### config.mk
export PLATFORM = sky130hd
export DESIGN_NAME = percent_escape_decoder_flat
export DESIGN_NICKNAME = d
export VERILOG_FILES = /design/src/hw/rtl/ped_pkg.sv /design/src/hw/rtl/ped_in_if.sv /design/src/hw/rtl/ped_out_if.sv /design/src/hw/rtl/percent_escape_decoder.sv /design/src/hw/rtl/ped_front.sv /design/src/hw/rtl/ped_queue.sv /design/src/hw/rtl/ped_back.sv /design/src/flat_wrapper.sv
export SDC_FILE = /design/constraint.sdc
export NUM_CORES = 1
export LEC_CHECK = 0
export BUFFER_PORTS_ARGS = -buffer_cell sky130_fd_sc_hd__buf_2
export CORE_MARGIN = 10
export CORE_UTILIZATION = 45
export DETAILED_ROUTE_END_ITERATION = 16
export GPL_TIMING_DRIVEN = 0
export HOLD_SLACK_MARGIN = 0.1
export PLACE_DENSITY = 0.67
export REMOVE_ABC_BUFFERS = 1
export SYNTH_ARGS = -nofsm -noshare
export SYNTH_HDL_FRONTEND = slang
export SYNTH_SLANG_ARGS = --single-unit
### constraint.sdc
create_clock -name i_clk -period 1.9 [get_ports i_clk]
set_input_delay 0.38 -clock i_clk [delete_from_list [all_inputs] [get_ports i_clk]]
set_output_delay 0.38 -clock i_clk [all_outputs]
set_load 0.02 [all_outputs]
### src/hw/rtl/ped_pkg.sv
`timescale 1ns / 1ps
`default_nettype none
// ---------------------------------------------------------------------------
// ped_pkg: shared types and constants of the percent escape decoder
// Command format between classifier and emitter, escape phase codes and the
// hex digit decode.
// ---------------------------------------------------------------------------
package ped_pkg;

    localparam logic [7:0] PCT_CHAR = 8'h25;

    localparam logic [1:0] PH_IDLE  = 2'd0;
    localparam logic [1:0] PH_PCT   = 2'd1;
    localparam logic [1:0] PH_DIGIT = 2'd2;

    // pair: emit a literal '%' first, then data
    typedef struct packed {
        logic [7:0] data;
        logic       last;
        logic       pair;
    } t_cmd;

    function automatic logic [3:0] digit_value(input logic [7:0] c);
        logic [3:0] v;
        v = 4'd0;
        if (c >= 8'h30 && c <= 8'h39) begin
            v = c[3:0];
        end else if ((c >= 8'h61 && c <= 8'h66) || (c >= 8'h41 && c <= 8'h46)) begin
            v = 4'(c[2:0] + 3'd1) + 4'd8;
        end
        return v;
    endfunction

endpackage
`default_nettype wire

### src/hw/rtl/ped_in_if.sv
`timescale 1ns / 1ps
`default_nettype none
// ---------------------------------------------------------------------------
// ped_in_if: escaped byte stream channel
// valid/ready handshake carrying one escaped byte and its end flag.
// ---------------------------------------------------------------------------
interface ped_in_if;
    logic       valid;
    logic       ready;
    logic [7:0] in_byte;
    logic       in_end;

    modport source (output valid, output in_byte, output in_end, input ready);
    modport sink (input valid, input in_byte, input in_end, output ready);
endinterface
`default_nettype wire

### src/hw/rtl/ped_out_if.sv
`timescale 1ns / 1ps
`default_nettype none
// ---------------------------------------------------------------------------
// ped_out_if: decoded byte stream channel
// valid/ready handshake carrying one decoded byte and its end flag.
// ---------------------------------------------------------------------------
interface ped_out_if;
    logic       valid;
    logic       ready;
    logic [7:0] out_byte;
    logic       out_end;

    modport source (output valid, output out_byte, output out_end, input ready);
    modport sink (input valid, input out_byte, input out_end, output ready);
endinterface
`default_nettype wire

### src/hw/rtl/percent_escape_decoder.sv
`timescale 1ns / 1ps
`default_nettype none
// ---------------------------------------------------------------------------
// percent_escape_decoder: streaming URL percent decoder
// Takes one escaped byte per cycle and emits the decoded byte stream.
// ---------------------------------------------------------------------------
// One input item is taken every cycle while the command queue has room. An
// input that yields a result is written to the command queue when it is
// accepted and from there to the output register. A '%' followed by only one
// byte before the end flag yields two results, a literal '%' and then that
// byte; the command queue of QUEUE_DEPTH entries absorbs the extra result,
// so the input stalls only when the queue fills behind output back pressure
// or such an end flush.
module percent_escape_decoder #(
    parameter int QUEUE_DEPTH = 2
) (
    input  wire       i_clk,
    input  wire       i_rst_n,
    ped_in_if.sink    i_in,
    ped_out_if.source o_out
);

    logic          f_cmd_valid;
    ped_pkg::t_cmd f_cmd;
    logic          q_not_full;
    logic          q_valid;
    ped_pkg::t_cmd q_cmd;
    logic          b_pop;

    ped_front u_front (
        .i_clk       (i_clk),
        .i_rst_n     (i_rst_n),
        .i_in        (i_in),
        .i_cmd_ready (q_not_full),
        .o_cmd_valid (f_cmd_valid),
        .o_cmd       (f_cmd)
    );

    ped_queue #(
        .DEPTH (QUEUE_DEPTH)
    ) u_queue (
        .i_clk      (i_clk),
        .i_rst_n    (i_rst_n),
        .i_push     (f_cmd_valid),
        .i_cmd      (f_cmd),
        .o_not_full (q_not_full),
        .i_pop      (b_pop),
        .o_valid    (q_valid),
        .o_cmd      (q_cmd)
    );

    ped_back u_back (
        .i_clk       (i_clk),
        .i_rst_n     (i_rst_n),
        .i_cmd_valid (q_valid),
        .i_cmd       (q_cmd),
        .o_pop       (b_pop),
        .o_out       (o_out)
    );

endmodule
`default_nettype wire

### src/hw/rtl/ped_front.sv
`timescale 1ns / 1ps
`default_nettype none
// ---------------------------------------------------------------------------
// ped_front: input classifier
// Tracks the escape phase, folds hex digit pairs and issues emit commands.
// ---------------------------------------------------------------------------
module ped_front (
    input  wire               i_clk,
    input  wire               i_rst_n,
    ped_in_if.sink            i_in,
    input  wire               i_cmd_ready,
    output logic              o_cmd_valid,
    output ped_pkg::t_cmd     o_cmd
);

    logic [1:0] r_phase, n_phase;
    logic [7:0] r_held, n_held;
    logic       accept;

    assign i_in.ready = i_cmd_ready;
    assign accept     = i_in.valid && i_cmd_ready;

    always_comb begin
        n_phase     = r_phase;
        n_held      = r_held;
        o_cmd_valid = 1'b0;
        o_cmd.data  = i_in.in_byte;
        o_cmd.last  = i_in.in_end;
        o_cmd.pair  = 1'b0;
        if (r_phase == ped_pkg::PH_PCT) begin
            if (i_in.in_end) begin
                o_cmd_valid = accept;
                o_cmd.pair  = 1'b1;
                n_phase     = accept ? ped_pkg::PH_IDLE : r_phase;
            end else if (accept) begin
                n_held  = i_in.in_byte;
                n_phase = ped_pkg::PH_DIGIT;
            end
        end else if (r_phase == ped_pkg::PH_DIGIT) begin
            o_cmd_valid = accept;
            o_cmd.data  = {ped_pkg::digit_value(r_held), ped_pkg::digit_value(i_in.in_byte)};
            n_phase     = accept ? ped_pkg::PH_IDLE : r_phase;
        end else begin
            if (i_in.in_byte == ped_pkg::PCT_CHAR && !i_in.in_end) begin
                n_phase = accept ? ped_pkg::PH_PCT : r_phase;
            end else begin
                o_cmd_valid = accept;
                n_phase     = accept ? ped_pkg::PH_IDLE : r_phase;
            end
        end
    end

    always_ff @(posedge i_clk) begin
        if (!i_rst_n) begin
            r_phase <= ped_pkg::PH_IDLE;
        end else begin
            r_phase <= n_phase;
        end
        r_held <= n_held;
    end

    a_no_cmd_without_accept: assert property (@(posedge i_clk) disable iff (!i_rst_n)
        o_cmd_valid |-> accept)
        else $error("command issued without an accepted item");
    a_phase_returns_at_end: assert property (@(posedge i_clk) disable iff (!i_rst_n)
        accept && i_in.in_end |=> r_phase == ped_pkg::PH_IDLE)
        else $error("escape phase left pending after final byte");
    a_pair_only_at_end: assert property (@(posedge i_clk) disable iff (!i_rst_n)
        o_cmd_valid && o_cmd.pair |-> o_cmd.last)
        else $error("literal pair issued before end of string");

endmodule
`default_nettype wire

### src/hw/rtl/ped_queue.sv
`timescale 1ns / 1ps
`default_nettype none
// ---------------------------------------------------------------------------
// ped_queue: command queue
// Small register FIFO decoupling the classifier from the emitter.
// ---------------------------------------------------------------------------
module ped_queue #(
    parameter int DEPTH = 2
) (
    input  wire               i_clk,
    input  wire               i_rst_n,
    input  wire               i_push,
    input  ped_pkg::t_cmd     i_cmd,
    output logic              o_not_full,
    input  wire               i_pop,
    output logic              o_valid,
    output ped_pkg::t_cmd     o_cmd
);

    localparam int PW = (DEPTH > 1) ? $clog2(DEPTH) : 1;
    localparam int CW = $clog2(DEPTH + 1);

    ped_pkg::t_cmd r_mem [DEPTH];
    logic [PW-1:0] r_wr_ptr, r_rd_ptr;
    logic [CW-1:0] r_count;
    logic          do_push, do_pop;

    assign o_not_full = (r_count != CW'(DEPTH));
    assign o_valid    = (r_count != '0);
    assign o_cmd      = r_mem[r_rd_ptr];
    assign do_push    = i_push && o_not_full;
    assign do_pop     = i_pop && o_valid;

    always_ff @(posedge i_clk) begin
        if (!i_rst_n) begin
            r_wr_ptr <= '0;
            r_rd_ptr <= '0;
            r_count  <= '0;
        end else begin
            if (do_push) begin
                r_wr_ptr <= (r_wr_ptr == PW'(DEPTH - 1)) ? '0 : r_wr_ptr + 1'b1;
            end
            if (do_pop) begin
                r_rd_ptr <= (r_rd_ptr == PW'(DEPTH - 1)) ? '0 : r_rd_ptr + 1'b1;
            end
            if (do_push && !do_pop) begin
                r_count <= r_count + 1'b1;
            end else if (do_pop && !do_push) begin
                r_count <= r_count - 1'b1;
            end
        end
        if (do_push) begin
            r_mem[r_wr_ptr] <= i_cmd;
        end
    end

    a_count_bound: assert property (@(posedge i_clk) disable iff (!i_rst_n)
        r_count <= CW'(DEPTH))
        else $error("queue count beyond depth");
    a_no_push_when_full: assert property (@(posedge i_clk) disable iff (!i_rst_n)
        !o_not_full |-> !i_push)
        else $error("push into full queue");

endmodule
`default_nettype wire

### src/hw/rtl/ped_back.sv
`timescale 1ns / 1ps
`default_nettype none
// ---------------------------------------------------------------------------
// ped_back: result emitter
// Expands queued commands into decoded bytes behind an output register.
// ---------------------------------------------------------------------------
module ped_back (
    input  wire               i_clk,
    input  wire               i_rst_n,
    input  wire               i_cmd_valid,
    input  ped_pkg::t_cmd     i_cmd,
    output logic              o_pop,
    ped_out_if.source         o_out
);

    logic       r_valid, n_valid;
    logic       r_half, n_half;
    logic [7:0] r_byte, n_byte;
    logic       r_end, n_end;
    logic       load;

    assign load = !r_valid || o_out.ready;

    always_comb begin
        n_valid = r_valid;
        n_half  = r_half;
        n_byte  = r_byte;
        n_end   = r_end;
        o_pop   = 1'b0;
        if (load) begin
            n_valid = i_cmd_valid;
            if (i_cmd_valid) begin
                if (i_cmd.pair && !r_half) begin
                    n_byte = ped_pkg::PCT_CHAR;
                    n_end  = 1'b0;
                    n_half = 1'b1;
                end else begin
                    n_byte = i_cmd.data;
                    n_end  = i_cmd.last;
                    n_half = 1'b0;
                    o_pop  = 1'b1;
                end
            end
        end
    end

    always_ff @(posedge i_clk) begin
        if (!i_rst_n) begin
            r_valid <= 1'b0;
            r_half  <= 1'b0;
        end else begin
            r_valid <= n_valid;
            r_half  <= n_half;
        end
        r_byte <= n_byte;
        r_end  <= n_end;
    end

    assign o_out.valid    = r_valid;
    assign o_out.out_byte = r_byte;
    assign o_out.out_end  = r_end;

    a_half_means_pair: assert property (@(posedge i_clk) disable iff (!i_rst_n)
        r_half |-> i_cmd_valid && i_cmd.pair)
        else $error("second half pending without a pair command");
    a_first_half_not_end: assert property (@(posedge i_clk) disable iff (!i_rst_n)
        r_half |-> r_valid && !r_end)
        else $error("literal percent of a pair flagged as end");

endmodule
`default_nettype wire
### src/flat_wrapper.sv
// flat-port wrapper written by rule: the top's interface ports become plain ports
module percent_escape_decoder_flat 
#(
    parameter int QUEUE_DEPTH = 2
)
  (i_clk, i_rst_n, i_in_valid, i_in_in_byte, i_in_in_end, i_in_ready, o_out_valid, o_out_out_byte, o_out_out_end, o_out_ready);
  ped_in_if i_in_i ();
  ped_out_if o_out_i ();
  input  wire i_clk;
  input  wire i_rst_n;
  input wire logic [$bits(i_in_i.valid)-1:0] i_in_valid;
  input wire logic [$bits(i_in_i.in_byte)-1:0] i_in_in_byte;
  input wire logic [$bits(i_in_i.in_end)-1:0] i_in_in_end;
  output wire logic [$bits(i_in_i.ready)-1:0] i_in_ready;
  output wire logic [$bits(o_out_i.valid)-1:0] o_out_valid;
  output wire logic [$bits(o_out_i.out_byte)-1:0] o_out_out_byte;
  output wire logic [$bits(o_out_i.out_end)-1:0] o_out_out_end;
  input wire logic [$bits(o_out_i.ready)-1:0] o_out_ready;
  assign i_in_i.valid = i_in_valid;
  assign i_in_i.in_byte = i_in_in_byte;
  assign i_in_i.in_end = i_in_in_end;
  assign i_in_ready = i_in_i.ready;
  assign o_out_valid = o_out_i.valid;
  assign o_out_out_byte = o_out_i.out_byte;
  assign o_out_out_end = o_out_i.out_end;
  assign o_out_i.ready = o_out_ready;
  percent_escape_decoder #(.QUEUE_DEPTH(QUEUE_DEPTH)) u_core (.i_clk(i_clk), .i_rst_n(i_rst_n), .i_in(i_in_i), .o_out(o_out_i));
endmodule
==> out/results.txt <==
Placed insts - 232
Worst-path clk slew - 0.08 ns
Tmin final - 1.860 ns
Initial Util - 0.4718
Vias per cell - 5.747
Logic gate share of total power - 0.271
CP top delay family - simple AND/OR/NAND/NOR gates
IO Port Bufs - 23
Ys async rst share - 0
Global-route wire length before repair - 6.417 mm
1st-pass router iterations - 5
Std cell rows - 24
Final ANT Viol Nets - 0
WL/cell - 16.52 µm
Max incr delay on CP - 0.31 ns
Mapped Cells - 159
Root Driver - clkbuf_8
# clock sinks - 46
Hold crit path type - in2reg
GRT Total Usage - 0.1054
Placer Congestion - 0.8147
Psw - 0.0008678 W
Crit-path max FO - 4
Worst endpoint required time - 2.13 ns
Critical setup path kind - in2reg
Post-synth EDFFs - 37
Sw Share - 0.3121
Drt initial violations - 84
Clk Latency, worst-skew pair - 0.29 ns
CTS H-tree lvls - 2
TritonCTS clock tree - built
Post-Syn Area - 2097 µm²
Hold Violations, Final - 0
Avg Inst Size Synth - 13.19 µm²
Synth warnings - 0
Commonest non-fill, non-tap cells in the layout - 37 x edfxtp_1, 23 x buf_2, 14 x nor2_1
Pleak - 0.8912 nW
Crit path top cell by count - ha_4
Max Buffers Root-to-Sink - 2
Sequential share of power - 0.529
Grt ovf - 0
Unrepaired setup endpoints after global routing - true
Worst-Margin Slew - 0.4495 ns
# setup viols final - 0
Synth Flop Type - edfxtp_1
Pwr/cell area - 1137 nW/µm²
CP cell instances - buf_2, inv_4, ha_4, nor4bb_2, nand4_1, nor3b_4, ha_4, xor2_1, or3_1, a21oi_1
Die X - 88.27 µm
Power share of the clock group - 0.200
Post-Route WL - 3.982 mm
Final net count - 208
Post-synthesis cell type count - 44
Post-Layout Cell Count - 241
Number of antenna diodes - 0
Max-slew headroom - 0.6994
Largest net degree at the start of global routing - 14
Commonest non-fill, non-tap cell in the layout - edfxtp_1
CTS buffer count - 5
P&R area growth vs syn - 16.59%
Vias in the first global route - 1448
Number of buffers and inverters on the critical path - 2
Post-DP HPWL - 2.987 mm
Fillcell total - 371
Crit. End Element - flip-flop
Fin crit share - 0.9790
Startpoint types - input port
Sequential share of the synthesized area - 0.6158
Max rail drop VDD - 0.3470 mV
Clock Skews - 0.01065 ns
Final hold slack - 0.3345 ns
Max Freq - 0.5376 GHz
Via count - 1385
Post-route DRC - 0
Die H - 88.27 µm
Hold_buf cts - 0
CP max-delay cell - or3_1
Initial antenna violation count - 0
Cell Int Power - 0.001913 W
Worst Path Arrival - 2.09 ns
#FFs+latches synth - 46
Layout cells sized above 1 - 0.2698
Core area - 4444 µm²
Max-slew violation count - 0
Fin util - 0.5501
Die area - 7791 µm²
Max-cap viol count - 0
Status - completed
Top Ports - 24
per-layer routing:
metal,global-route usage,vias to the layer above,share of wire
met4,0.06314,0,0.021
met3,0.03309,8,0.070
met5,0,-,0
met1,0.1081,676,0.42
met2,0.1849,49,0.49
li1,-,652,-
timing repair:
item	in CTS	in global routing
pin swaps	2	2
buffers inserted	0	1
gates resized for setup	10	8
endpoints found under the setup margin	22	21
metrics by stage:
step	area (µm²)	worst slack, ns	total power [W]	TNS (ns)
after floorplan	2082	-0.1917	0.001934	-1.722
after detailed placement	2262	-0.6188	0.002172	-10.18
after CTS	2379	-0.006063	0.002757	-0.02506
after global routing	2445	-0.08529	0.002931	-0.08529
after global placement	2262	-0.5955	0.002127	-9.489
final	2445	0.03993	0.002780	0
power groups by stage:
stage,Clock (W),Combinational (W),Sequential [W]
2_1_floorplan,0,0.000337,0.00160
3_3_place_gp,0,0.000659,0.00147
3_5_place_dp,0,0.000691,0.00148
4_1_cts,0.000570,0.000720,0.00147
5_1_grt,0.000619,0.000816,0.00150
6_report,0.000556,0.000753,0.00147
state kept, by name, indices dropped and copies added, names as in the netlist, named ones only:
name and cells:
u_core.u_back.o_out.out_byte 8, u_core.u_back.o_out.out_end 1, u_core.u_back.o_out.valid 1, u_core.u_back.r_half 1
u_core.u_front.r_held 8, u_core.u_front.r_phase 2, u_core.u_queue.r_count 2, u_core.u_queue.r_mem 20
u_core.u_queue.r_rd_ptr 1, u_core.u_queue.r_wr_ptr 1
synthesized netlist by cell type, types with 2 or more instances:
| library cell | count | area [µm²] |
|---|---|---|
| edfxtp_1 | 37 | 1111 |
| nor2_1 | 14 | 52.55 |
| mux2i_1 | 13 | 130.1 |
| dfxtp_1 | 9 | 180.2 |
| nand2_1 | 9 | 33.78 |
| inv_1 | 8 | 30.03 |
| ha_1 | 7 | 87.58 |
| o21ai_0 | 6 | 30.03 |
| a21oi_1 | 5 | 25.02 |
| nand2b_1 | 5 | 31.28 |
| and3_1 | 3 | 18.77 |
| nand4_1 | 3 | 18.77 |
| o21ai_1 | 3 | 15.01 |
| xor2_1 | 3 | 26.28 |
| buf_4 | 2 | 15.01 |
| nor3b_1 | 2 | 15.01 |
| nor4bb_1 | 2 | 20.02 |
| o21a_1 | 2 | 15.01 |
kinds of logic after synthesis:
family                   after synthesis  synth area share
adder cells (fa/ha/maj)                7           0.04176
AND/OR/NAND/NOR                       48            0.1289
AO/OA/AOI/OAI                         31            0.1110
multiplexers                          14           0.06861
flip-flops                            46            0.6158
XOR/XNOR                               3           0.01253
buffers and inverters                 10           0.02148
area by class of cell:
| type | instances | area, µm² | share of cell area |
|---|---|---|---|
| clock buffer | 8 | 80.08 | 0.03275 |
| tap | 52 | 65.06 | 0.02661 |
| sequential | 46 | 1296 | 0.5302 |
| timing repair buffer | 24 | 135.1 | 0.05527 |
| multi-input combinational | 103 | 835.8 | 0.3419 |
| inverter | 8 | 32.53 | 0.01331 |
worst register-to-register path, stage by stage (launching register included):
cell      delay, ns
dfxtp_4        0.47
mux2i_4        0.33
o221ai_2       0.18
ha_4           0.20
xor2_1         0.15
or3_1          0.31
a21oi_1        0.14
final timing paths:
kind	slack [ns]	start	to	cells past startpoint
setup / recovery	0.04	i_in_in_byte[1]	u_core.u_queue.r_count[1]	10
hold reg to reg	0.51	u_core.u_queue.r_rd_ptr	u_core.u_queue.r_rd_ptr	2
setup reg to reg	0.07	flip-flop	u_core.u_queue.r_count[1]	6
hold / removal	0.33	i_in_in_byte[7]	u_core.u_front.r_held[7]	1
(Power assumes the default switching activity.)
